===== src/rpc_pkg.sv =====
package rpc_pkg;

    // field and datapath widths
    localparam int VAL_W      = 32;
    localparam int GUARD_BITS = 16;
    localparam int XY_W       = 51;   // coordinates times 2^16 plus cordic growth
    localparam int Z_W        = 34;   // angles in units of 2^-30 rad
    localparam int RED_W      = 62;   // |angle| times 2^30
    localparam int RED_STEPS  = 13;   // quotient bits of |angle| * 2^30 / (2*pi * 2^46)
    localparam int REM_W      = 50;   // signed remainder, units of 2^-46 rad

    typedef logic signed [VAL_W-1:0] value_t;
    typedef logic signed [XY_W-1:0]  coord_t;
    typedef logic signed [Z_W-1:0]   angle_t;

    localparam angle_t PI_30      = 34'sd3373259426;
    localparam angle_t HALF_PI_30 = 34'sd1686629713;

    localparam logic [48:0] TWO_PI_46 = 49'h1_921F_B544_42D2;
    localparam logic [48:0] PI_46     = 49'h0_C90F_DAA2_2169;

    // 1/K in Q31
    localparam logic [30:0] INV_GAIN = 31'd1304065748;

    // floor(atan(2^-i) * 2^30)
    localparam logic [29:0] ATAN_TAB [32] = '{
        30'd843314856, 30'd497837829, 30'd263043836, 30'd133525158,
        30'd67021686,  30'd33543515,  30'd16775850,  30'd8388437,
        30'd4194282,   30'd2097149,   30'd1048575,   30'd524287,
        30'd262143,    30'd131071,    30'd65535,     30'd32767,
        30'd16383,     30'd8191,      30'd4095,      30'd2047,
        30'd1023,      30'd511,       30'd255,       30'd127,
        30'd63,        30'd31,        30'd15,        30'd7,
        30'd3,         30'd1,         30'd0,         30'd0
    };

    // one item inside the cordic pipeline; mode 1 is rectangular to polar
    typedef struct packed {
        logic   mode;
        coord_t x;
        coord_t y;
        angle_t z;
        logic   x0_zero;
        logic   y0_zero;
        logic   x0_neg;
        logic   y0_neg;
    } rpc_item_t;

    typedef struct packed {
        logic      valid;
        rpc_item_t item;
    } rpc_beat_t;

endpackage


===== src/rpc_angle_reduce.sv =====
module rpc_angle_reduce (
    input  logic               clk,
    input  logic               rst_n,
    input  logic               adv,
    input  logic               in_valid,
    input  logic               in_mode,
    input  rpc_pkg::value_t    in_first,
    input  rpc_pkg::value_t    in_second,
    output rpc_pkg::rpc_beat_t beat_out
);
    import rpc_pkg::*;

    typedef struct packed {
        logic             valid;
        logic             mode;
        value_t           a;
        value_t           b;
        logic [RED_W-1:0] r;
    } div_t;

    typedef struct packed {
        logic                    valid;
        logic                    mode;
        value_t                  a;
        value_t                  b;
        logic signed [REM_W-1:0] rem;
    } sgn_t;

    typedef struct packed {
        logic   valid;
        logic   mode;
        value_t a;
        value_t b;
        angle_t z;
    } wrp_t;

    localparam logic signed [REM_W-1:0] TWO_PI_S  = REM_W'(TWO_PI_46);
    localparam logic signed [REM_W-1:0] PI_S      = REM_W'(PI_46);
    localparam logic signed [REM_W-1:0] REM_ROUND = REM_W'(64'h8000);

    div_t      div_reg  [0:RED_STEPS];
    div_t      div_next [0:RED_STEPS];
    sgn_t      sgn_reg, sgn_next;
    wrp_t      wrp_reg, wrp_next;
    rpc_beat_t beat_reg, beat_next;

    // magnitude of the angle times 2^30, then one restoring step per stage
    always_comb
    begin
        logic [VAL_W-1:0] b_mag;
        b_mag = in_second[VAL_W-1] ? VAL_W'(-in_second) : VAL_W'(in_second);
        div_next[0].valid = in_valid;
        div_next[0].mode  = in_mode;
        div_next[0].a     = in_first;
        div_next[0].b     = in_second;
        div_next[0].r     = {b_mag, 30'b0};
        for (int j = 1; j <= RED_STEPS; j++)
        begin
            div_next[j] = div_reg[j-1];
            if (div_reg[j-1].r >= (RED_W'(TWO_PI_46) << (RED_STEPS - j)))
            begin
                div_next[j].r = div_reg[j-1].r - (RED_W'(TWO_PI_46) << (RED_STEPS - j));
            end
        end
    end

    // remainder takes the sign of the angle
    always_comb
    begin
        logic signed [REM_W-1:0] rem_mag;
        rem_mag        = REM_W'(div_reg[RED_STEPS].r);
        sgn_next.valid = div_reg[RED_STEPS].valid;
        sgn_next.mode  = div_reg[RED_STEPS].mode;
        sgn_next.a     = div_reg[RED_STEPS].a;
        sgn_next.b     = div_reg[RED_STEPS].b;
        sgn_next.rem   = div_reg[RED_STEPS].b[VAL_W-1] ? -rem_mag : rem_mag;
    end

    // wrap into [-pi, pi] and round to 2^-30 rad
    always_comb
    begin
        logic signed [REM_W-1:0] rem;
        logic signed [REM_W-1:0] rem_w;
        logic signed [REM_W-1:0] rnd;
        rem = sgn_reg.rem;
        if (rem > PI_S)
        begin
            rem_w = rem - TWO_PI_S;
        end
        else if (rem < -PI_S)
        begin
            rem_w = rem + TWO_PI_S;
        end
        else
        begin
            rem_w = rem;
        end
        rnd            = rem_w + REM_ROUND;
        wrp_next.valid = sgn_reg.valid;
        wrp_next.mode  = sgn_reg.mode;
        wrp_next.a     = sgn_reg.a;
        wrp_next.b     = sgn_reg.b;
        wrp_next.z     = Z_W'(rnd >>> 16);
    end

    // starting vector for either direction
    always_comb
    begin
        value_t a;
        value_t b;
        coord_t xa;
        coord_t ya;
        angle_t z;
        a  = wrp_reg.a;
        b  = wrp_reg.b;
        xa = {{(XY_W-VAL_W-GUARD_BITS){a[VAL_W-1]}}, a, {GUARD_BITS{1'b0}}};
        ya = {{(XY_W-VAL_W-GUARD_BITS){b[VAL_W-1]}}, b, {GUARD_BITS{1'b0}}};
        z  = wrp_reg.z;
        beat_next.valid        = wrp_reg.valid;
        beat_next.item.mode    = wrp_reg.mode;
        beat_next.item.x0_zero = (a == '0);
        beat_next.item.y0_zero = (b == '0);
        beat_next.item.x0_neg  = a[VAL_W-1];
        beat_next.item.y0_neg  = b[VAL_W-1];
        if (wrp_reg.mode)
        begin
            // left half plane: turn by pi first
            if (a[VAL_W-1])
            begin
                beat_next.item.x = -xa;
                beat_next.item.y = -ya;
                beat_next.item.z = b[VAL_W-1] ? -PI_30 : PI_30;
            end
            else
            begin
                beat_next.item.x = xa;
                beat_next.item.y = ya;
                beat_next.item.z = '0;
            end
        end
        else
        begin
            beat_next.item.y = '0;
            // angle beyond a quarter turn: turn by pi and flip the radius
            if (z > HALF_PI_30)
            begin
                beat_next.item.x = -xa;
                beat_next.item.z = z - PI_30;
            end
            else if (z < -HALF_PI_30)
            begin
                beat_next.item.x = -xa;
                beat_next.item.z = z + PI_30;
            end
            else
            begin
                beat_next.item.x = xa;
                beat_next.item.z = z;
            end
        end
    end

    always_ff @(posedge clk or negedge rst_n)
    begin
        if (!rst_n)
        begin
            for (int j = 0; j <= RED_STEPS; j++)
            begin
                div_reg[j].valid <= 1'b0;
            end
            sgn_reg.valid  <= 1'b0;
            wrp_reg.valid  <= 1'b0;
            beat_reg.valid <= 1'b0;
        end
        else if (adv)
        begin
            for (int j = 0; j <= RED_STEPS; j++)
            begin
                div_reg[j] <= div_next[j];
            end
            sgn_reg  <= sgn_next;
            wrp_reg  <= wrp_next;
            beat_reg <= beat_next;
        end
    end

    assign beat_out = beat_reg;

endmodule


===== config.mk =====
export PLATFORM = sky130hd
export DESIGN_NAME = rpc_angle_reduce
export DESIGN_NICKNAME = d
export VERILOG_FILES = /design/src/rpc_pkg.sv /design/src/rpc_angle_reduce.sv
export SDC_FILE = /design/constraint.sdc
export NUM_CORES = 2
export LEC_CHECK = 0
export CAP_MARGIN = 20
export CORE_ASPECT_RATIO = 1.75
export CORE_MARGIN = 10
export CORE_UTILIZATION = 45
export DETAILED_ROUTE_END_ITERATION = 6
export DONT_BUFFER_PORTS = 1
export MAX_ROUTING_LAYER = met4
export PLACE_DENSITY = 0.69
export SYNTH_ARGS = -nofsm -noshare
export SYNTH_HDL_FRONTEND = slang
export SYNTH_SLANG_ARGS = --single-unit

===== constraint.sdc =====
create_clock -name clk -period 4.4 [get_ports clk]
set_input_delay 0.44 -clock clk [delete_from_list [all_inputs] [get_ports clk]]
set_output_delay 0.44 -clock clk [all_outputs]
set_load 0.005 [all_outputs]

==> results.txt <==
The fraction of the mapped netlist area in simple logic gates came out at 0.0970. The share of synthesized flip-flops with an asynchronous set or reset is 0.00870. The cell type contributing the most total cell area after synthesis is sky130_fd_sc_hd__edfxtp_1. The internal power contribution came out at roughly 31 mW. The number of buffers on the longest clock path came out at 4.

The analysis attributes to net switching a power of between 8 and 9 mW. Entering global routing, the biggest net connects 178 pins. The CTS sink count is approximately 2000. The number of global-route vias before repair came out at 45800. The timing-limited maximum frequency came out at between 200 and 250 MHz. The number of flip-flops in the largest register came out at 858.

The switching share of power came out at 0.213. Leaving out fill and tap cells, the most frequent cell in the layout is sky130_fd_sc_hd__edfxtp_1. The congestion estimate from routability-driven global placement came to around 1.1. The post-synthesis adder-cell area fraction came out at 0.00427.

The power share of the clock group came out at 0.383. In this run the horizontal extent of the chip is 343 um. The max-cap check violation count came out at 0. The floorplan step defined a die boundary enclosing about 200000 um2. The biggest cell delay along the critical path is ~0.6 ns. In this run the clock root is driven by a sky130_fd_sc_hd__clkbuf_16.

Measured against its own limit, the worst slew margin works out to 0.307. The fraction of the yosys area taken by sequential cells is 0.714. The number of filler instances in the final layout came out at around 15000. The worst setup slack after layout came out at about 0.20 ns. Of the total power, registers draw 0.556. The routed design has ~150000 um of wire. After synthesis, the largest family of logic cells by area is simple AND/OR/NAND/NOR gates. The HPWL after detailed placement came out at 107000 um. The number of placement rows came out at 207.

The average footprint of a synthesized cell came out at about 15 um2. The critical path goes through buf_4 > nand2_1 > or4_1 > a2111oi_2 > buf_4 > o21a_1 > nor2_2 > buf_4 > a32oi_1 > o31a_2 > buf_4 > nor4_4 > buf_4 > a311o_1 > o21ai_1 > xnor2_1. The number of port buffers is 0. The die is a little under 600 um tall. The worst setup path is captured at a register.

Synthesis handed over a netlist of about 5600 instances. The number of buffers inserted by post-CTS setup repair came out at 0. The fraction of final layout cells with drive strength greater than 1 came out at 0.101. The final total negative setup slack is 0 ns. The post-layout minimum cycle time came out at 4.20 ns. The count of TritonRoute iterations in the first routing pass came out at 7. Dividing the detail-routed wire length by the instance count gives between 15 and 20 um. Of the available clock period, the critical path in the final layout requires 0.955. The highest net fanout along the worst path came out at 13. The share of the synthesized area in the top cell type came out at 0.709. The number of setup violations in the final report is 0.

Once detail routing completed, the nets flagged for antenna violations numbered 0. The clock transition at the registers of the reported paths is ~0.07 ns. The largest individual stage delay along the critical path comes from the cell sky130_fd_sc_hd__or4_1.

The xor and xnor area share after synthesis came out at 0.0879. From synthesis to final layout, the design area changed by 13.1%. Setup repair after global routing left no endpoint under its margin.

The multiplexer fraction of the synthesized cell area came out at 0.00495. In the final design database the tool counted approximately 6000 nets. Counting flops with a built-in enable in the synthesized netlist gives a little under 2000. 211 I/O pins were placed. The total vias in the final route came out at 44300.

The leakage power came out at 31.2 nW. The worst-case vdd ir drop is between 0.0004 and 0.0005 V. The post-placement setup slack is roughly 0.18 ns.

The run finished with clean final reports. Clock tree synthesis inserted a total of 183 buffers. The signal arrival time at the worst endpoint is ~4.7 ns. The initial core utilization came out at 0.452.

The hold violation count in the final report is 0. Counting both buffers and inverters, the worst setup path holds a total of 5. For this run the aggregate overflow at the end of global routing stands at 0. The count of cell types in the netlist came out at around 120. For this design the ratio of total power to cell area is between 400 and 500 nW/um2. The mean number of vias per cell is around 5.2. The placeable core region is around 180000 um2. The post-synthesis compound-gate area fraction came out at 0.0743. Among the stages of the critical path, the cell type that occurs most often is sky130_fd_sc_hd__buf_4. Synthesis inferred approximately 2000 register bits. The max-slew violation count came out at 0.

For this run, design rule violations remaining after detail routing come to 0. By startpoint and endpoint, the worst setup path is classified as register to register. The total standard cell area after synthesis came out at 82100 um2.

The H-tree generated during clock tree synthesis spans 4 levels. The first-pass GRT wire length came out at approximately 230000 um. TritonCTS built the clock tree.

The global router's overall resource usage is 0.150. The final setup skew came out at between 0.07 and 0.08 ns. The worst hold slack across all endpoints came out at between 0.07 and 0.08 ns.

At the later pin of the worst-skew pair, clock insertion delay measures 0.82 ns. The number of antenna violations at the first check in global routing came to 15. The proportion of power drawn by combinational gates came out at 0.061. At the worst endpoint, the required time is 4.92 ns. For this run, the leading register cell type out of synthesis is sky130_fd_sc_hd__edfxtp_1. The detailed router finished its first iteration with 2258 violations. STA classifies the critical path startpoint as a register. For the pin with the worst max-slew slack, the measured transition is just over 1 ns.

In the layout the commonest cells are 1938 x sky130_fd_sc_hd__edfxtp_1, 460 x sky130_fd_sc_hd__xnor2_1, 382 x sky130_fd_sc_hd__nor2_1, 374 x sky130_fd_sc_hd__nand2_1, 356 x sky130_fd_sc_hd__xor2_1. The cell type group with the largest total delay on the critical path is compound AO/OA/AOI/OAI gates. The utilization after layout is 0.511. Yosys attributes the largest share of cell area to sky130_fd_sc_hd__edfxtp_1 71%, sky130_fd_sc_hd__xnor2_1 4.9%, sky130_fd_sc_hd__xor2_1 3.8%.

The path class of the tightest hold or removal check is input port to register. During synthesis, Yosys emitted a total of 0 warnings.
worst min-delay path, cell delays in order:
cell and delay (ns):
sky130_fd_sc_hd__nand3b_1 0.14, sky130_fd_sc_hd__o41ai_1 0.09, sky130_fd_sc_hd__xnor2_1 0.13
cell families after synthesis:
| kind of cell | count (synthesis) |
|---|---|
| compound gates | 919 |
| buf+inv | 309 |
| simple gates | 1564 |
| fa+ha+maj | 28 |
| xor+xnor | 821 |
| flops | 1955 |
| other cells | 1 |
| mux | 37 |
synth_stat cells, types with 25 or more instances:
cell                          n
sky130_fd_sc_hd__a211oi_1    35
sky130_fd_sc_hd__a21boi_0    36
sky130_fd_sc_hd__a21o_1      44
sky130_fd_sc_hd__a21oi_1    175
sky130_fd_sc_hd__a31oi_1     45
sky130_fd_sc_hd__and2_1      29
sky130_fd_sc_hd__and3_1      38
sky130_fd_sc_hd__buf_4       35
sky130_fd_sc_hd__clkbuf_1   110
sky130_fd_sc_hd__edfxtp_1  1938
sky130_fd_sc_hd__ha_1        28
sky130_fd_sc_hd__inv_1      124
sky130_fd_sc_hd__mux2_2      29
sky130_fd_sc_hd__nand2_1    374
sky130_fd_sc_hd__nand2b_1    56
sky130_fd_sc_hd__nand3_1    129
sky130_fd_sc_hd__nand3b_1    29
sky130_fd_sc_hd__nand4_1     35
sky130_fd_sc_hd__nor2_1     382
sky130_fd_sc_hd__nor3_1     149
sky130_fd_sc_hd__nor3b_1     25
sky130_fd_sc_hd__nor4_1      65
sky130_fd_sc_hd__o21a_1      38
sky130_fd_sc_hd__o21ai_0    251
sky130_fd_sc_hd__o31ai_1     61
sky130_fd_sc_hd__o41ai_1     32
sky130_fd_sc_hd__or2_2       39
sky130_fd_sc_hd__or3_1       77
sky130_fd_sc_hd__or4_1       48
sky130_fd_sc_hd__xnor2_1    462
sky130_fd_sc_hd__xor2_1     357
final cells by class:
| class | count | area, um2 | share of cell area |
|---|---|---|---|
| inverter | 128 | 480 | 0.00518 |
| antenna | 15 | 37.5 | 0.000405 |
| sequential | 1955 | 58600 | 0.632 |
| timing repair buffer | 287 | 2580 | 0.0279 |
| clock inverter | 103 | 1050 | 0.0113 |
| multi-input combinational | 3401 | 22200 | 0.240 |
| clock buffer | 217 | 4770 | 0.0514 |
| tap | 2403 | 3010 | 0.0324 |
final timing paths:
kind / from / to / slack, ns / depth (start not counted)
worst min register to register: div_next[380]$_DFFE_PP_ / div_next[252]$_DFFE_PP_ / 0.39 / 0
min in group asynchronous: rst_n / div_reg[127]$_DFFE_PN0P_ / 0.19 / 1
worst max-delay path: sgn_reg[18]$_DFFE_PP_ / wrp_reg[22]$_DFFE_PP_ / 0.20 / 16
worst min-delay path: in_second[2] / div_reg[1704]$_DFFE_PP_ / 0.07 / 3
max in group asynchronous: rst_n / div_next[127]$_DFFE_PN0P_ / 3.76 / 1
worst max register to register: sgn_reg[18]$_DFFE_PP_ / wrp_reg[22]$_DFFE_PP_ / 0.20 / 16
stage by stage:
step | area (um2) | instances | total power [mW]
floorplan | 82200 | 5665 | 24.6
global route | 92800 | 8508 | 41.6
detailed placement | 86200 | 8104 | 25.0
CTS | 92700 | 8493 | 40.5
global placement | 86200 | 8104 | 24.9
finish | 92800 | 8509 | 40.0
what timing repair did:
item                                   in CTS  in global routing
gates resized for setup                     0                  6
setup endpoints to repair                   0                  5
hold buffers                               69                  0
endpoints found under the hold margin     130                  0
power groups by stage:
stage	Combinational, mW	Clock [mW]	Sequential (mW)
6_report	2.42	15.3	22.2
5_1_grt	2.69	16.5	22.3
4_1_cts	2.44	15.8	22.2
3_5_place_dp	2.35	0	22.6
3_3_place_gp	2.28	0	22.6
2_1_floorplan	1.81	0	22.8
per-layer routing:
layer | GRT usage | vias up | share of wire
li1 | - | 21800 | -
met1 | 0.125 | 21100 | 0.32
met2 | 0.294 | 936 | 0.57
met3 | 0.0241 | 518 | 0.037
met4 | 0.103 | 0 | 0.074
met5 | - | - | 0
No activity file was read; power rests on OpenSTA's default activity.
