===== config.mk =====
export PLATFORM = sky130hd
export DESIGN_NAME = rpc_finish_flat
export DESIGN_NICKNAME = d
export VERILOG_FILES = /design/src/rpc_pkg.sv /design/src/rpc_out_if.sv /design/src/rpc_finish.sv /design/src/flat_wrapper.sv
export SDC_FILE = /design/constraint.sdc
export NUM_CORES = 2
export LEC_CHECK = 0
export ABC_AREA = 1
export BUFFER_PORTS_ARGS = -buffer_cell sky130_fd_sc_hd__buf_4
export CORE_MARGIN = 3
export CORE_UTILIZATION = 35
export CTS_CLUSTER_SIZE = 12
export DETAILED_ROUTE_END_ITERATION = 12
export SLEW_MARGIN = 10
export SYNTH_ARGS = -nofsm -noshare
export SYNTH_HDL_FRONTEND = slang
export SYNTH_SLANG_ARGS = --single-unit

===== constraint.sdc =====
create_clock -name clk -period 21.9 [get_ports clk]
set_input_delay 1.095 -clock clk [delete_from_list [all_inputs] [get_ports clk]]
set_output_delay 1.095 -clock clk [all_outputs]
set_load 0.02 [all_outputs]

===== src/rpc_pkg.sv =====
package rpc_pkg;

    // field and datapath widths
    localparam int VAL_W      = 32;
    localparam int GUARD_BITS = 16;
    localparam int XY_W       = 51;   // coordinates times 2^16 plus cordic growth
    localparam int Z_W        = 34;   // angles in units of 2^-30 rad
    localparam int RED_W      = 62;   // |angle| times 2^30
    localparam int RED_STEPS  = 13;   // quotient bits of |angle| * 2^30 / (2*pi * 2^46)
    localparam int REM_W      = 50;   // signed remainder, units of 2^-46 rad

    typedef logic signed [VAL_W-1:0] value_t;
    typedef logic signed [XY_W-1:0]  coord_t;
    typedef logic signed [Z_W-1:0]   angle_t;

    localparam angle_t PI_30      = 34'sd3373259426;
    localparam angle_t HALF_PI_30 = 34'sd1686629713;

    localparam logic [48:0] TWO_PI_46 = 49'h1_921F_B544_42D2;
    localparam logic [48:0] PI_46     = 49'h0_C90F_DAA2_2169;

    // 1/K in Q31
    localparam logic [30:0] INV_GAIN = 31'd1304065748;

    // floor(atan(2^-i) * 2^30)
    localparam logic [29:0] ATAN_TAB [32] = '{
        30'd843314856, 30'd497837829, 30'd263043836, 30'd133525158,
        30'd67021686,  30'd33543515,  30'd16775850,  30'd8388437,
        30'd4194282,   30'd2097149,   30'd1048575,   30'd524287,
        30'd262143,    30'd131071,    30'd65535,     30'd32767,
        30'd16383,     30'd8191,      30'd4095,      30'd2047,
        30'd1023,      30'd511,       30'd255,       30'd127,
        30'd63,        30'd31,        30'd15,        30'd7,
        30'd3,         30'd1,         30'd0,         30'd0
    };

    // one item inside the cordic pipeline; mode 1 is rectangular to polar
    typedef struct packed {
        logic   mode;
        coord_t x;
        coord_t y;
        angle_t z;
        logic   x0_zero;
        logic   y0_zero;
        logic   x0_neg;
        logic   y0_neg;
    } rpc_item_t;

    typedef struct packed {
        logic      valid;
        rpc_item_t item;
    } rpc_beat_t;

endpackage


===== src/rpc_out_if.sv =====
interface rpc_out_if;
    logic            valid;
    logic            ready;
    rpc_pkg::value_t first_result;
    rpc_pkg::value_t second_result;
    logic            saturated;

    modport source (output valid, output first_result, output second_result,
                    output saturated, input ready);
    modport sink   (input valid, input first_result, input second_result,
                    input saturated, output ready);
endinterface


===== src/rpc_finish.sv =====
module rpc_finish #(
    parameter int VALUE_WIDTH = 32
) (
    input  logic               clk,
    input  logic               rst_n,
    input  rpc_pkg::rpc_beat_t beat_in,
    output logic               adv,
    rpc_out_if.source          out_ch
);
    import rpc_pkg::*;

    localparam int ANG_W   = Z_W - 14;
    localparam int PPL_W   = 32 + 31;
    localparam int PPH_W   = XY_W - 32 + 31;
    localparam int MAG_W   = PPH_W + 1 - 15;
    localparam int RES_W   = MAG_W + 1;
    localparam int CLAMP_W = (VALUE_WIDTH > VAL_W) ? VAL_W : VALUE_WIDTH;

    localparam logic signed [RES_W-1:0] SAT_HI = RES_W'((64'sd1 <<< (CLAMP_W - 1)) - 64'sd1);
    localparam logic signed [RES_W-1:0] SAT_LO = -SAT_HI - RES_W'(1);
    localparam logic [63:0]             ROUND_HALF = 64'h0000_4000_0000_0000;
    localparam angle_t                  ANG_ROUND  = 34'sd8192;

    typedef struct packed {
        logic                    valid;
        logic                    mode;
        logic                    sx;
        logic                    sy;
        logic [XY_W-1:0]         mx;
        logic [XY_W-1:0]         my;
        logic signed [ANG_W-1:0] ang;
    } f0_t;

    typedef struct packed {
        logic                    valid;
        logic                    mode;
        logic                    sx;
        logic                    sy;
        logic [PPL_W-1:0]        pxl;
        logic [PPL_W-1:0]        pyl;
        logic [PPH_W-1:0]        pxh;
        logic [PPH_W-1:0]        pyh;
        logic signed [ANG_W-1:0] ang;
    } f1_t;

    typedef struct packed {
        logic                    valid;
        logic                    mode;
        logic                    sx;
        logic                    sy;
        logic [MAG_W-1:0]        magx;
        logic [MAG_W-1:0]        magy;
        logic signed [ANG_W-1:0] ang;
    } f2_t;

    typedef struct packed {
        value_t first;
        value_t second;
        logic   sat;
    } res_t;

    typedef struct packed {
        logic   sat;
        value_t value;
    } clamp_t;

    function automatic clamp_t clamp_val(input logic signed [RES_W-1:0] v);
        clamp_t c;
        c.sat   = 1'b0;
        c.value = v[VAL_W-1:0];
        if (v > SAT_HI)
        begin
            c.sat   = 1'b1;
            c.value = SAT_HI[VAL_W-1:0];
        end
        else if (v < SAT_LO)
        begin
            c.sat   = 1'b1;
            c.value = SAT_LO[VAL_W-1:0];
        end
        return c;
    endfunction

    f0_t  f0_reg, f0_next;
    f1_t  f1_reg, f1_next;
    f2_t  f2_reg, f2_next;
    res_t res_next;
    res_t main_reg, skid_reg;
    logic main_valid_reg, skid_valid_reg;
    logic push, pop;

    // magnitudes for the gain multiply, final angle with its special cases
    always_comb
    begin
        coord_t x;
        coord_t y;
        angle_t zc;
        angle_t zr;
        x  = beat_in.item.x;
        y  = beat_in.item.y;
        zc = beat_in.item.z;
        if (zc > PI_30)
        begin
            zc = PI_30;
        end
        else if (zc < -PI_30)
        begin
            zc = -PI_30;
        end
        if (beat_in.item.x0_zero)
        begin
            if (beat_in.item.y0_zero)
            begin
                zc = '0;
            end
            else
            begin
                zc = beat_in.item.y0_neg ? -HALF_PI_30 : HALF_PI_30;
            end
        end
        else if (beat_in.item.y0_zero)
        begin
            zc = beat_in.item.x0_neg ? PI_30 : '0;
        end
        zr = zc + ANG_ROUND;
        f0_next.valid = beat_in.valid;
        f0_next.mode  = beat_in.item.mode;
        f0_next.sx    = x[XY_W-1];
        f0_next.sy    = y[XY_W-1];
        f0_next.mx    = x[XY_W-1] ? XY_W'(-x) : XY_W'(x);
        f0_next.my    = y[XY_W-1] ? XY_W'(-y) : XY_W'(y);
        f0_next.ang   = ANG_W'(zr >>> 14);
    end

    // partial products of the gain correction
    always_comb
    begin
        f1_next.valid = f0_reg.valid;
        f1_next.mode  = f0_reg.mode;
        f1_next.sx    = f0_reg.sx;
        f1_next.sy    = f0_reg.sy;
        f1_next.ang   = f0_reg.ang;
        f1_next.pxl   = PPL_W'(f0_reg.mx[31:0]) * PPL_W'(INV_GAIN);
        f1_next.pyl   = PPL_W'(f0_reg.my[31:0]) * PPL_W'(INV_GAIN);
        f1_next.pxh   = PPH_W'(f0_reg.mx[XY_W-1:32]) * PPH_W'(INV_GAIN);
        f1_next.pyh   = PPH_W'(f0_reg.my[XY_W-1:32]) * PPH_W'(INV_GAIN);
    end

    // combine and round to nearest
    always_comb
    begin
        logic [63:0]      lox;
        logic [63:0]      loy;
        logic [PPH_W:0]   sumx;
        logic [PPH_W:0]   sumy;
        lox  = 64'(f1_reg.pxl) + ROUND_HALF;
        loy  = 64'(f1_reg.pyl) + ROUND_HALF;
        sumx = (PPH_W+1)'(f1_reg.pxh) + (PPH_W+1)'(lox[63:32]);
        sumy = (PPH_W+1)'(f1_reg.pyh) + (PPH_W+1)'(loy[63:32]);
        f2_next.valid = f1_reg.valid;
        f2_next.mode  = f1_reg.mode;
        f2_next.sx    = f1_reg.sx;
        f2_next.sy    = f1_reg.sy;
        f2_next.ang   = f1_reg.ang;
        f2_next.magx  = sumx[PPH_W:15];
        f2_next.magy  = sumy[PPH_W:15];
    end

    // restore sign and clamp to the output range
    always_comb
    begin
        logic signed [RES_W-1:0] vx;
        logic signed [RES_W-1:0] vy;
        logic signed [RES_W-1:0] va;
        clamp_t                  c0;
        clamp_t                  c1;
        vx = $signed({1'b0, f2_reg.magx});
        vy = $signed({1'b0, f2_reg.magy});
        va = {{(RES_W-ANG_W){f2_reg.ang[ANG_W-1]}}, f2_reg.ang};
        if (f2_reg.sx)
        begin
            vx = -vx;
        end
        if (f2_reg.sy)
        begin
            vy = -vy;
        end
        c0 = clamp_val(vx);
        c1 = clamp_val(f2_reg.mode ? va : vy);
        res_next.first  = c0.value;
        res_next.second = c1.value;
        res_next.sat    = c0.sat | c1.sat;
    end

    assign adv  = ~skid_valid_reg;
    assign push = adv & f2_reg.valid;
    assign pop  = main_valid_reg & out_ch.ready;

    always_ff @(posedge clk or negedge rst_n)
    begin
        if (!rst_n)
        begin
            f0_reg.valid <= 1'b0;
            f1_reg.valid <= 1'b0;
            f2_reg.valid <= 1'b0;
        end
        else if (adv)
        begin
            f0_reg <= f0_next;
            f1_reg <= f1_next;
            f2_reg <= f2_next;
        end
    end

    // output register with a skid slot behind it
    always_ff @(posedge clk or negedge rst_n)
    begin
        if (!rst_n)
        begin
            main_valid_reg <= 1'b0;
            skid_valid_reg <= 1'b0;
        end
        else if (skid_valid_reg)
        begin
            if (pop)
            begin
                main_reg       <= skid_reg;
                skid_valid_reg <= 1'b0;
            end
        end
        else if (push)
        begin
            if (!main_valid_reg || pop)
            begin
                main_reg       <= res_next;
                main_valid_reg <= 1'b1;
            end
            else
            begin
                skid_reg       <= res_next;
                skid_valid_reg <= 1'b1;
            end
        end
        else if (pop)
        begin
            main_valid_reg <= 1'b0;
        end
    end

    assign out_ch.valid         = main_valid_reg;
    assign out_ch.first_result  = main_reg.first;
    assign out_ch.second_result = main_reg.second;
    assign out_ch.saturated     = main_reg.sat;

endmodule


===== src/flat_wrapper.sv =====
// flat-port wrapper written by rule: the top's interface ports become plain ports
module rpc_finish_flat import rpc_pkg::*;
#(
    parameter int VALUE_WIDTH = 32
)
  (clk, rst_n, beat_in, adv, out_ch_valid, out_ch_first_result, out_ch_second_result, out_ch_saturated, out_ch_ready);
  rpc_out_if out_ch_i ();
  input  logic clk;
  input  logic rst_n;
  input  rpc_pkg::rpc_beat_t beat_in;
  output logic adv;
  output wire logic [$bits(out_ch_i.valid)-1:0] out_ch_valid;
  output wire logic [$bits(out_ch_i.first_result)-1:0] out_ch_first_result;
  output wire logic [$bits(out_ch_i.second_result)-1:0] out_ch_second_result;
  output wire logic [$bits(out_ch_i.saturated)-1:0] out_ch_saturated;
  input wire logic [$bits(out_ch_i.ready)-1:0] out_ch_ready;
  assign out_ch_valid = out_ch_i.valid;
  assign out_ch_first_result = out_ch_i.first_result;
  assign out_ch_second_result = out_ch_i.second_result;
  assign out_ch_saturated = out_ch_i.saturated;
  assign out_ch_i.ready = out_ch_ready;
  rpc_finish #(.VALUE_WIDTH(VALUE_WIDTH)) u_core (.clk(clk), .rst_n(rst_n), .beat_in(beat_in), .adv(adv), .out_ch(out_ch_i));
endmodule

==> key figures <==
Worst hold path
  • Worst min-delay path class: in2async

STA
  • Fmax: 131 MHz
  • Worst Tran Pin Value: 1.12 ns
  • Ratio of final minimum period to clock period: 0.348
  • Final worst path period need: 7.61 ns
  • Final hold violations: 0
  • Final slew viol count: 0
  • Final setup violation count: 0
  • Post-route setup TNS: 0 ns
  • Final WS setup: 14.29 ns
  • Slew headroom: 0.249
  • Setup repair after global routing missed its margin: false
  • Worst Skew: 0.0480 ns

Floorplan
  • Initial core utilization: 0.353
  • Core region area: 0.241 mm²
  • # rows: 180
  • Die Wd: 499 µm
  • Die Span Y: 499 µm
  • Die ar.: 0.249 mm²
  • I/O pin count: 212

Logic synthesis
  • Largest family of logic cells by synthesized area: adder cells
  • Seq cells post-synth: 532
  • Net count after synthesis: 11804
  • Post-synthesis compound-gate area fraction: 0.0608
  • Synth warn: 0
  • Adder-Cell Fraction of Synth Area: 0.488
  • Main synth FF type: edfxtp_1
  • Post-Syn Area: 0.0851 mm²
  • Synth Area in Simple Gates: 0.107
  • Synth unique cells: 59
  • Xor and xnor area share after synthesis: 0.0373
  • Proportion of synthesized area in mux cells: 0
  • Mean Syn Cell Area: 9.29 µm²
  • EDFF count, synth: 527
  • Asr flop ratio synth: 0.00940
  • Sequential-to-total area share from yosys stat: 0.187
  • Synthesized instance count: 9163

Clock network
  • Hold_buf cts: 0
  • Post-cts sizing count: 0
  • CTS tree: done
  • Clk Latency, worst-skew pair: 0.71 ns
  • Worst-path clk slew: 0.06 ns
  • # Post-CTS Setup Buffers: 0
  • Root buffer cell: clkbuf_16
  • CTS Sinks: 532
  • Num CTS Buffers: 72
  • Clk buf depth: 3
  • Htree depth: 3

Run
  • Max-cap check violation count: 0

Detailed routing
  • WL final: 250000 µm
  • Initial DRC Count: 3935
  • Via/cell ratio: 4.80
  • DRC violations left: 0
  • WL per Instance: 19.7 µm
  • Via Count: 60790
  • Number of antenna-violating nets in the routed design: 0
  • Drt pass-1 iters: 5

Finish
  • Most common cell after layout, fill and taps aside: inv_1
  • Layout area overhead: 9.29%
  • Share of cells above drive strength 1: 0.0503
  • Nets@finish: 12048
  • Max FFs per register: 178
  • Fillers: 24141
  • Sequential cell area: 0.0160 mm²
  • Area of the multi-input gates: 0.0590 mm²
  • Commonest cells after routing, fill and taps aside: 2603 x inv_1, 1372 x fa_1, 1124 x ha_1

Setup path
  • Startpoint types: flop
  • CP peak stage delay: 0.65 ns
  • Setup crit end kind: flop
  • Worst Path Required: 22.44 ns
  • Crit Path Max Fanout: 7
  • Worst Setup SP: u_core.f0_reg[31]$_DFFE_PP_
  • Register-to-register setup slack: 14.29 ns
  • Reg2reg start: u_core.f0_reg[31]$_DFFE_PP_
  • Worst Reg-to-Reg Cells: 24
  • Crit path top cell by count: fa_1
  • Critical-path cell list: inv_1 > fa_1 > fa_1 > inv_1 > fa_1 > inv_1 > fa_1 > inv_1 > fa_1 > fa_1 > fa_1 > inv_1 > fa_1 > inv_1 > ha_1 > nand2_1 > nor2_1 > inv_1 > nor2_1 > nand3_1 > o211ai_1 > nand2_1 > o211ai_1 > xor2_1
  • CP max stage cell: edfxtp_1
  • Crit path arrival time: 8.15 ns
  • Worst r2r dst: u_core.f1_reg[173]$_DFFE_PP_
  • Crit path kind: reg2reg

Global routing
  • Initial antenna violation count: 12
  • Total track usage: 0.202
  • Vias in the first global route: 65327
  • First-pass GRT wire length: 388000 µm
  • Grt ovf: 0
  • Largest net degree at the start of global routing: 131

Placement
  • Global placement routability congestion: 0.942
  • Dpl hpwl: 218000 µm
  • IO buf count: 211
  • Place WS: 14.37 ns

Status
  • Status: finished clean
==> through the flow <==
stage	cells	instance area (µm²)	util	hold slack [ns]
finish	12659	93000	0.386	0.204
CTS	12646	93000	0.386	0.142
detailed placement	12518	90600	0.376	0.405
global route	12656	93000	0.386	0.177
global placement	12518	90600	0.376	0.401
floorplan	9163	85100	-	0.400
==> final cells by class <==
cell class | instances | area share
sequential | 532 | 0.171
timing repair buffer | 233 | 0.0189
clock inverter | 41 | 0.00603
multi-input combinational | 5948 | 0.635
inverter | 2620 | 0.106
tap | 3185 | 0.0428
clock buffer | 87 | 0.0200
antenna | 13 | 0.000350
==> metal layers <==
layer,global-route usage,part of all wire,up-vias
met2,0.329,0.46,1353
li1,-,-,28792
met5,0,0,-
met3,0.0248,0.043,249
met4,0.0475,0.023,0
met1,0.288,0.47,30396
==> kinds of logic after synthesis <==
family,count (synthesis)
compound gates,932
xor+xnor,363
fa+ha+maj,2496
buf+inv,2683
flops,532
simple gates,2157
==> cell usage after synthesis (9+ instances only) <==
library cell,instances,area [µm²]
or2_2,10,62.6
a21o_1,22,165
nor2_2,18,113
nor3_1,92,460
ha_1,1124,14100
o21bai_1,17,128
buf_2,13,65.1
and3_1,12,75.1
nor4_1,44,275
xor2_1,238,2080
nand4_1,53,332
o21ai_1,9,45.0
a31oi_1,104,651
xnor2_1,125,1090
o211ai_1,14,105
o21ai_0,252,1260
o31ai_1,16,120
nor2_1,629,2360
inv_1,2603,9770
edfxtp_1,527,15800
inv_2,11,41.3
a21oi_1,429,2150
nand3_1,175,876
o21a_1,30,225
nand2_2,65,407
fa_1,1372,27500
clkbuf_1,37,139
nand2_1,1025,3850
==> critical path: cells and delay by family (launching register included) <==
kind	cells	cell delay (ns)
buffers and inverters	7	0.64
XOR/XNOR	1	0.25
flip-flops	1	0.65
AND/OR/NAND/NOR	5	0.80
adder cells (fa/ha/maj)	9	4.40
AO/OA/AOI/OAI	2	0.68
==> worst max path at each step <==
stage / slack (ns) / end / cells after the start
CTS: 14.33 / u_core.f1_reg[173]$_DFFE_PP_ / 24
global placement: 14.27 / u_core.f1_reg[176]$_DFFE_PP_ / 27
finish: 14.29 / u_core.f1_reg[173]$_DFFE_PP_ / 24
detailed placement: 14.37 / u_core.f1_reg[176]$_DFFE_PP_ / 24
global route: 13.95 / u_core.f1_reg[176]$_DFFE_PP_ / 27
floorplan: 2.94 / u_core.f0_reg[0]$_DFFE_PP_ / 2
Power is left out: the tool's default activity adds up to more than one toggle a clock period on the data nets, which glitch-free logic cannot reach.
