### src/rpc_pkg.sv
package rpc_pkg;

    // field and datapath widths
    localparam int VAL_W      = 32;
    localparam int GUARD_BITS = 16;
    localparam int XY_W       = 51;   // coordinates times 2^16 plus cordic growth
    localparam int Z_W        = 34;   // angles in units of 2^-30 rad
    localparam int RED_W      = 62;   // |angle| times 2^30
    localparam int RED_STEPS  = 13;   // quotient bits of |angle| * 2^30 / (2*pi * 2^46)
    localparam int REM_W      = 50;   // signed remainder, units of 2^-46 rad

    typedef logic signed [VAL_W-1:0] value_t;
    typedef logic signed [XY_W-1:0]  coord_t;
    typedef logic signed [Z_W-1:0]   angle_t;

    localparam angle_t PI_30      = 34'sd3373259426;
    localparam angle_t HALF_PI_30 = 34'sd1686629713;

    localparam logic [48:0] TWO_PI_46 = 49'h1_921F_B544_42D2;
    localparam logic [48:0] PI_46     = 49'h0_C90F_DAA2_2169;

    // 1/K in Q31
    localparam logic [30:0] INV_GAIN = 31'd1304065748;

    // floor(atan(2^-i) * 2^30)
    localparam logic [29:0] ATAN_TAB [32] = '{
        30'd843314856, 30'd497837829, 30'd263043836, 30'd133525158,
        30'd67021686,  30'd33543515,  30'd16775850,  30'd8388437,
        30'd4194282,   30'd2097149,   30'd1048575,   30'd524287,
        30'd262143,    30'd131071,    30'd65535,     30'd32767,
        30'd16383,     30'd8191,      30'd4095,      30'd2047,
        30'd1023,      30'd511,       30'd255,       30'd127,
        30'd63,        30'd31,        30'd15,        30'd7,
        30'd3,         30'd1,         30'd0,         30'd0
    };

    // one item inside the cordic pipeline; mode 1 is rectangular to polar
    typedef struct packed {
        logic   mode;
        coord_t x;
        coord_t y;
        angle_t z;
        logic   x0_zero;
        logic   y0_zero;
        logic   x0_neg;
        logic   y0_neg;
    } rpc_item_t;

    typedef struct packed {
        logic      valid;
        rpc_item_t item;
    } rpc_beat_t;

endpackage

### src/rpc_cordic_stage.sv
module rpc_cordic_stage #(
    parameter int STEP = 0
) (
    input  logic               clk,
    input  logic               rst_n,
    input  logic               adv,
    input  rpc_pkg::rpc_beat_t beat_in,
    output rpc_pkg::rpc_beat_t beat_out
);
    import rpc_pkg::*;

    localparam angle_t ANG = Z_W'(ATAN_TAB[STEP]);

    rpc_beat_t beat_reg, beat_next;

    always_comb
    begin
        coord_t x;
        coord_t y;
        angle_t z;
        coord_t xs;
        coord_t ys;
        logic   rot_pos;
        x  = beat_in.item.x;
        y  = beat_in.item.y;
        z  = beat_in.item.z;
        xs = x >>> STEP;
        ys = y >>> STEP;
        // vectoring drives y to zero, rotation drives z to zero
        rot_pos   = beat_in.item.mode ? y[XY_W-1] : ~z[Z_W-1];
        beat_next = beat_in;
        if (rot_pos)
        begin
            beat_next.item.x = x - ys;
            beat_next.item.y = y + xs;
            beat_next.item.z = z - ANG;
        end
        else
        begin
            beat_next.item.x = x + ys;
            beat_next.item.y = y - xs;
            beat_next.item.z = z + ANG;
        end
    end

    always_ff @(posedge clk or negedge rst_n)
    begin
        if (!rst_n)
        begin
            beat_reg.valid <= 1'b0;
        end
        else if (adv)
        begin
            beat_reg <= beat_next;
        end
    end

    assign beat_out = beat_reg;

endmodule

### config.mk
export PLATFORM = sky130hd
export DESIGN_NAME = rpc_cordic_stage
export DESIGN_NICKNAME = d
export VERILOG_FILES = /design/src/rpc_pkg.sv /design/src/rpc_cordic_stage.sv
export SDC_FILE = /design/constraint.sdc
export NUM_CORES = 1
export LEC_CHECK = 0
export BUFFER_PORTS_ARGS = -buffer_cell sky130_fd_sc_hd__buf_2
export CAP_MARGIN = 20
export CORE_MARGIN = 2
export CORE_UTILIZATION = 58
export DETAILED_ROUTE_END_ITERATION = 7
export PLACE_DENSITY = 0.83
export RECOVER_POWER = 25
export SETUP_SLACK_MARGIN = 0.5
export SLEW_MARGIN = 10
export SYNTH_ARGS = -nofsm -noshare
export SYNTH_HDL_FRONTEND = slang
export SYNTH_SLANG_ARGS = --single-unit
### constraint.sdc
create_clock -name clk -period 1.3 [get_ports clk]
set_clock_uncertainty 0.2 [all_clocks]
set_input_delay 0.195 -clock clk [delete_from_list [all_inputs] [get_ports clk]]
set_output_delay 0.195 -clock clk [all_outputs]
set_load 0.02 [all_outputs]
==> results of run 1 <==
-- kinds of logic after synthesis --
group           Yosys count  synth area share [%]
simple gates            457                  14.5
buf+inv                 257                  6.62
fa+ha+maj               185                  15.3
mux                      19                  1.27
compound gates          625                  26.6
xor+xnor                137                  7.88
flops                   141                  27.8
-- per-stage QoR --
step | utilization (%) | worst slack (ns) | instances | setup TNS (ns)
detailed placement | 87.0 | -2.42 | 3006 | -224.83
global placement | 87.0 | -2.26 | 3006 | -212.54
floorplan | - | -2.25 | 1821 | -240.01
-- cells in the mapped netlist, drive strengths merged (17+ instances only) --
cell type	n
a211oi	21
a21o	32
a21oi	224
buf	24
clkbuf	68
edfxtp	140
ha	181
inv	161
mux2i	17
nand2	110
nand2b	19
nand3	31
nand4	20
nor2	137
nor3	34
nor4	26
o211ai	17
o21ai	129
o21bai	40
o31ai	27
xnor2	123
==> run_results.csv, run 1 <==
group,metric,value,unit
clocking,cts_sinks,141,
synthesis,synth.top_cell.area_share,27.6,%
synthesis,netlist_area,0.0152,mm2
clocking,cts_buffers,17,
synthesis,yosys_warnings,0,
place,routabilityCongestion,1.08,
synthesis,synth_largest_area_cell,"edfxtp_1",
run_status,tool.error,"[ERROR DPL-0038] Utilization greater than 100%, impossible to legalize",
clocking,cts_resized,519,
floorplanning,die_w,166,um
clocking,cts-root-buf,"clkbuf_16",
floorplanning,die_h,166,um
synthesis,syn_inst,1821,
run_status,status,"did not finish",
place,port_buffers,286,
floorplanning,ios,287,
floorplanning,num_rows,59,
synthesis,synth_area_per_cell,8.36,um2
run_status,flow.stopped_at,"clock tree synthesis",
place,post_dp_cell_area,0.0225,mm2
synthesis,ys_ff_latch,141,
synthesis,synthTopCellsByArea,"edfxtp_1 (28%), ha_1 (15%), a21oi_1 (7.3%), xnor2_1 (7.1%), o21ai_0 (4.0%)",
synthesis,ys.flop_type,"edfxtp_1",
synthesis,synth_edf_count,140,
floorplanning,start_util,58.8,%
synthesis,async_flop_share,0.709,%
place,dp_hpwl,52.1,mm
clocking,postCtsHoldBufs,1,
synthesis,ys_seq_area_share,27.8,%
synthesis,syn_nets,2150,
clocking,post-cts-setup-buffers,99,
clocking,ctsLongestPathBuffers,2,
clocking,htree_levels,4,
synthesis,synth_cell_type_count,92,
==> run 2, diff against run 1 <==
--- a/config.mk
+++ b/config.mk
@@ -8,11 +8,10 @@
 export BUFFER_PORTS_ARGS = -buffer_cell sky130_fd_sc_hd__buf_2
 export CAP_MARGIN = 20
 export CORE_MARGIN = 2
-export CORE_UTILIZATION = 58
+export CORE_UTILIZATION = 40
 export DETAILED_ROUTE_END_ITERATION = 7
-export PLACE_DENSITY = 0.83
+export PLACE_DENSITY_LB_ADDON = 0.15
 export RECOVER_POWER = 25
-export SETUP_SLACK_MARGIN = 0.5
 export SLEW_MARGIN = 10
 export SYNTH_ARGS = -nofsm -noshare
 export SYNTH_HDL_FRONTEND = slang
==> run_results.csv, run 2 <==
group,metric,value,unit
synthesis,yosys_warnings,0,
synthesis,syn_inst,1821,
place,dp_hpwl,50.2,mm
synthesis,syn_nets,2150,
route,via_count,18825,
sta,drv_slew,0,
sta,holdWs,0.0180,ns
hold_path,hold_path.class,"in2reg",
sta,period_minus_slack,3.21,ns
global_route,antenna_found_initial,1,
place,post_dp_cell_area,0.0229,mm2
run_status,violations,"setup timing",
run,maxCapViolations,0,
setup_path,cp.arrival,3.22,ns
hold_path,whs_path_depth,3,
cells_and_area,final_area,0.0282,mm2
pwr,power,25.6,mW
route,wl_per_cell,21.0,um
setup_path,worstPathMaxFanout,3,
cells_and_area,nFillCells,2674,
cells_and_area,fin_nets,3203,
synthesis,ys_ff_latch,141,
floorplanning,ios,287,
synthesis,async_flop_share,0.709,%
clocking,cts_sinks,141,
synthesis,synth_mux_area_share,1.27,%
synthesis,synth_common_cells,"a21oi_1 (223), ha_1 (181), inv_1 (161), edfxtp_1 (140), nor2_1 (137)",
synthesis,synth_largest_area_cell,"edfxtp_1",
global_route,first_global_vias,18300,
synthesis,synth-compound-area-share,26.6,%
setup_path,critPathRequiredTime,1.31,ns
floorplanning,core_area,0.0376,mm2
pwr,peakVddDrop,1.09,mV
route,ant_nets,0,
setup_path,r2r_cells,1,
clocking,ctsLongestPathBuffers,2,
cells_and_area,syn2layout_area_growth,85.2,%
setup_path,cp-start-kind,"primary input",
global_route,grt_max_degree,73,
pwr,powerDensity,907,mW/mm2
route,drt_first_pass_iters,5,
synthesis,synth_edf_count,140,
cells_and_area,largest_register_ff_count,141,
cells_and_area,drive_above_1_share,55.0,%
cells_and_area,final_cell_mix,"buf_4 (692), buf_2 (201), buf_6 (172)",
global_route,grt.total_usage,33.2,%
global_route,grt_pass1_wl,101,mm
sta,finalSetupTns,-169.46,ns
route,drc,0,
sta,fin_crit_sh,247,%
synthesis,yosys.area_share.adder,15.3,%
sta,max_freq,311,MHz
synthesis,yosysMostFrequentCell,"a21oi_1",
synthesis,synth_cell_type_count,92,
floorplanning,die_w,199,um
clocking,cts.clk_slew.worst_paths,0.06,ns
synthesis,synthTopCellsByArea,"edfxtp_1 (28%), ha_1 (15%), a21oi_1 (7.3%), xnor2_1 (7.1%), o21ai_0 (4.0%)",
sta,rsz0062_at_grt,"true",
floorplanning,num_rows,71,
route,wl,71.4,mm
synthesis,synth_top_family_by_area,"compound AO/OA/AOI/OAI gates",
clocking,clock_latency,0.47,ns
sta,setup_slack,-1.91,ns
place,port_buffers,286,
synthesis,synth_xor_area_share,7.88,%
run_status,status,"finished, violations left",
synthesis,ys.flop_type,"edfxtp_1",
route,via_per_inst,5.54,
setup_path,critical_path_class,"in2reg",
floorplanning,die_h,199,um
synthesis,synthSimpleGateAreaFrac,14.5,%
sta,finalHoldViolations,0,
route,drt_iter0_markers,1599,
pwr,p_leak,12.7,nW
sta,max_slew_margin,52.3,%
clocking,cts_tree,"built",
floorplanning,start_util,40.5,%
synthesis,synth_area_per_cell,8.36,um2
global_route,grt.overflow.total,0,
clocking,cts_buffers,17,
clocking,cts-root-buf,"clkbuf_16",
floorplanning,dieArea,0.0396,mm2
synthesis,ys_seq_area_share,27.8,%
sta,worstMarginPinSlew,0.709,ns
synthesis,synth.top_cell.area_share,27.6,%
setup_path,end_kind,"flip-flop",
synthesis,netlist_area,0.0152,mm2
place,preCtsSetupSlack,-2.60,ns
place,routabilityCongestion,0.980,
clocking,htree_levels,4,
cells_and_area,layout_commonest_cell,"buf_4",
sta,final-setup-viol-count,269,
## run 2: cell counts after synthesis
Identical to the previous run, type by type.
## run 2: per-layer routing
layer | up-vias | global-route usage [%] | wire length (um)
li1 | 8707 | - | -
met1 | 9016 | 42.6 | 28700
met2 | 881 | 56.9 | 34600
met3 | 219 | 4.22 | 4900
met4 | 2 | 12.5 | 3140
met5 | - | 0 | 11
## run 2: kinds of logic after synthesis
kind of cell    after synthesis
buf+inv                     257
mux                          19
flops                       141
fa+ha+maj                   185
simple gates                457
compound gates              625
xor+xnor                    137
## run 2: through the flow
step / std cells / util [%]
detailed placement: 3203 / 61.0
finish: 3399 / 75.1
global placement: 3203 / 61.0
CTS: 3335 / 70.8
floorplan: 1821 / -
global route: 3398 / 75.0
## run 2: where the power goes
| part | total, mW | internal [mW] | switching (mW) | leakage, nW |
|---|---|---|---|---|
| Sequential | 6.06 | 5.83 | 0.230 | 1.33 |
| Combinational | 14.0 | 6.82 | 7.21 | 11.1 |
| Clock | 5.49 | 3.30 | 2.19 | 0.299 |
## run 2: path summary, 6_finish.rpt
check	startpoint	slack, ns	end
max	beat_in[53]	-1.91	beat_out[139]$_DFFE_PP_
min	beat_in[18]	0.02	beat_out[18]$_DFFE_PP_
max reg2reg	beat_out[141]$_DFFE_PN0P_	0.33	beat_out[141]$_DFFE_PN0P_
min reg2reg	beat_out[141]$_DFFE_PN0P_	0.35	beat_out[141]$_DFFE_PN0P_
max in group asynchronous	rst_n	0.43	beat_out[141]$_DFFE_PN0P_
min in group asynchronous	rst_n	0.37	beat_out[141]$_DFFE_PN0P_
## run 2: layout make-up
cell class	instances	area (um2)	area share, %
Sequential cell	141	4230	15.0
Multi-Input combinational cell	1423	12900	45.7
Tap cell	511	639	2.27
Timing Repair inverter	1	16.3	0.0577
Timing Repair Buffer	1125	9090	32.2
Clock buffer	21	460	1.63
Clock inverter	11	166	0.590
Inverter	165	716	2.54
Antenna cell	1	2.50	0.00887
## run 2: critical path: stages
cell	delay, ns
buf_8	0.10
inv_4	0.05
ha_4	0.21
buf_6	0.12
a21oi_1	0.42
o21bai_1	0.22
a21oi_2	0.29
o21ai_1	0.15
nand3_1	0.14
nand2_2	0.07
a221oi_2	0.29
nor2_2	0.08
a2111oi_4	0.27
nor4b_2	0.08
or4b_1	0.52
## run 2: what timing repair did
| action | CTS | global route |
|---|---|---|
| setup endpoints to repair | 269 | 268 |
| buffers inserted | 108 | 82 |
| cloned | 4 | 5 |
| hold buffers | 16 | 1 |
| hold endpoints to repair | 15 | 2 |
| pin swaps | 237 | 181 |
| gates resized for setup | 532 | 237 |
Note: power is estimated with default switching activity, not from simulation.
==> run 3, diff against run 2 <==
--- a/config.mk
+++ b/config.mk
@@ -10,6 +10,7 @@
 export CORE_MARGIN = 2
 export CORE_UTILIZATION = 40
 export DETAILED_ROUTE_END_ITERATION = 7
+export GPL_TIMING_DRIVEN = 0
 export PLACE_DENSITY_LB_ADDON = 0.15
 export RECOVER_POWER = 25
 export SLEW_MARGIN = 10
==> run_results.csv, run 3 (synthesis results as in run 2) <==
group,metric,value,unit
run_status,status,"finished, violations left",
run_status,violations,"hold timing, setup timing",
floorplanning,die_w,199,um
place,dp_hpwl,47.3,mm
global_route,first_global_vias,16104,
cells_and_area,layout_commonest_cell,"buf_2",
sta,holdWs,-0.0578,ns
global_route,grt_max_degree,66,
route,wl_per_cell,23.1,um
setup_path,cp-start-kind,"primary input",
clocking,cts-root-buf,"clkbuf_16",
sta,final-setup-viol-count,384,
setup_path,crit_slowest_cell,"o31a_1",
clocking,clock_latency,0.46,ns
global_route,grt.overflow.total,0,
place,routabilityCongestion,1.03,
setup_path,cp.arrival,3.33,ns
setup_path,critical_path_class,"in2reg",
floorplanning,num_rows,71,
pwr,p_sw_share,39.6,%
hold_path,whs_path_depth,2,
pwr,power.internal,13.8,mW
sta,max_slew_margin,20.2,%
setup_path,rr_endpoint,"beat_out[141]$_DFFE_PN0P_",
clocking,htree_levels,4,
floorplanning,ios,287,
clocking,cts_sinks,141,
pwr,p_leak,9.77,nW
setup_path,path_buf_inv,5,
clocking,cts.clk_slew.worst_paths,0.06,ns
sta,max_freq,301,MHz
sta,drv_slew,0,
clocking,postCtsHoldBufs,15,
hold_path,min-delay-start,"beat_in[7]",
route,drt_iter0_markers,1733,
route,drt_first_pass_iters,6,
route,wl,65.7,mm
route,via_count,16798,
sta,period_minus_slack,3.32,ns
sta,finalHoldViolations,1,
global_route,antenna_found_initial,0,
cells_and_area,fin_nets,2647,
pwr,peakVddDrop,0.940,mV
setup_path,path_delay_family,"simple AND/OR/NAND/NOR gates",
place,dp_cells,2609,
run,maxCapViolations,0,
cells_and_area,fin_cells,2841,
sta,rsz0062_at_grt,"true",
setup_path,r2r_start,"beat_out[141]$_DFFE_PN0P_",
pwr,p_switching,9.04,mW
place,preCtsSetupSlack,-3.08,ns
pwr,seqPwrFrac,26.1,%
clocking,cts_tree,"built",
pwr,clockPowerShare,22.3,%
pwr,p_comb_share,51.6,%
setup_path,critPathRequiredTime,1.31,ns
setup_path,cp_cell_sequence,"buf_12 > nand2b_4 > nand2_8 > clkinv_8 > clkbuf_16 > clkbuf_16 > buf_16 > ha_4 > nand3_1 > nor4_2 > o21ai_0 > and3_4 > o21a_4 > o31a_1 > nor4_2 > nor3_1 > o22ai_1 > a21oi_1 > xnor2_1",
clocking,cts_buffers,17,
floorplanning,dieArea,0.0396,mm2
global_route,grt_pass1_wl,95.3,mm
route,drc,0,
route,ant_nets,0,
global_route,grt.total_usage,32.1,%
place,port_buffers,275,
pwr,powerDensity,970,mW/mm2
clocking,ctsLongestPathBuffers,2,
setup_path,cp_slowest_stage_delay,0.30,ns
cells_and_area,n_antenna_cell,0,
floorplanning,start_util,40.5,%
sta,fin_crit_sh,255,%
sta,worstMarginPinSlew,1.20,ns
sta,setup_slack,-2.02,ns
cells_and_area,drive_above_1_share,43.3,%
hold_path,worstHoldEndpoint,"beat_out[8]$_DFFE_PP_",
setup_path,reg2reg_slack,0.34,ns
cells_and_area,syn2layout_area_growth,54.7,%
cells_and_area,largest_register_ff_count,141,
floorplanning,die_h,199,um
cells_and_area,final_core_util,62.7,%
setup_path,end_kind,"flip-flop",
route,via_per_inst,5.91,
setup_path,worstPathMaxFanout,5,
cells_and_area,final_cell_mix,"buf_2 (245), a21oi_1 (153), ha_1 (142)",
hold_path,hold_path.class,"in2reg",
setup_path,r2r_cells,1,
floorplanning,core_area,0.0376,mm2
[run 3: changes by cell type in the layout (fill, tap and decap cells not counted), sizes merged]
cell / delta
buf: -608
bufbuf: -2
bufinv: -1
clkbuf: +54
clkinvlp: +3
diode: -1
dlygate4sd3: -2
inv: -1
[run 3: layer usage]
metal / wire length, um / vias up / GRT usage (%)
li1: - / 7602 / -
met1: 26800 / 8090 / 42.2
met2: 30400 / 904 / 51.5
met3: 5600 / 202 / 5.81
met4: 2970 / 0 / 14.0
met5: 0 / - / 0
[run 3: final cells by class]
type                       instances  area (um2)
fill                            3154       14000
multi-input combinational       1423       12800
sequential                       141        4230
timing repair buffer             485        3630
buffer                            85         950
inverter                         165         711
tap                              511         639
clock buffer                      18         429
clock inverter                    13         149
[run 3: through the flow]
step / power (mW) / instance area (um2) / setup TNS (ns) / hold WS, ns
after CTS: 21.6 / 22000 / -178.14 / -0.0951
after global placement: 14.5 / 18400 / -410.75 / -0.222
final: 22.8 / 23600 / -205.37 / -0.0578
after detailed placement: 14.6 / 18500 / -308.71 / -0.218
after global routing: 23.7 / 23600 / -225.70 / -0.0698
after floorplan: 11.8 / 16400 / -240.01 / -0.301
[run 3: repair_timing]
| item | in CTS | in global routing |
|---|---|---|
| endpoints found under the setup margin | 272 | 272 |
| cloned | 2 | 0 |
| buffers inserted | 118 | 92 |
| resized for setup | 423 | 251 |
| hold endpoints to repair | 16 | 2 |
| pin swaps | 187 | 200 |
[run 3: how the worst max path moves through the flow]
stage	cells after the start	start	endpoint
3_3_place_gp	18	beat_in[140]	beat_out[30]$_DFFE_PP_
4_1_cts	20	beat_in[140]	beat_out[35]$_DFFE_PP_
3_5_place_dp	18	beat_in[140]	beat_out[30]$_DFFE_PP_
2_1_floorplan	20	beat_in[88]	beat_out[35]$_DFFE_PP_
6_report	19	beat_in[140]	beat_out[35]$_DFFE_PP_
5_1_grt	19	beat_in[140]	beat_out[35]$_DFFE_PP_
[run 3: power by group through the flow]
stage | clock [mW] | sequential (mW) | combinational [mW]
2_1_floorplan | 0 | 6.73 | 5.11
3_3_place_gp | 0 | 6.06 | 8.48
3_5_place_dp | 0 | 6.06 | 8.53
4_1_cts | 5.19 | 5.96 | 10.4
5_1_grt | 5.34 | 6.01 | 12.4
6_report | 5.10 | 5.96 | 11.8
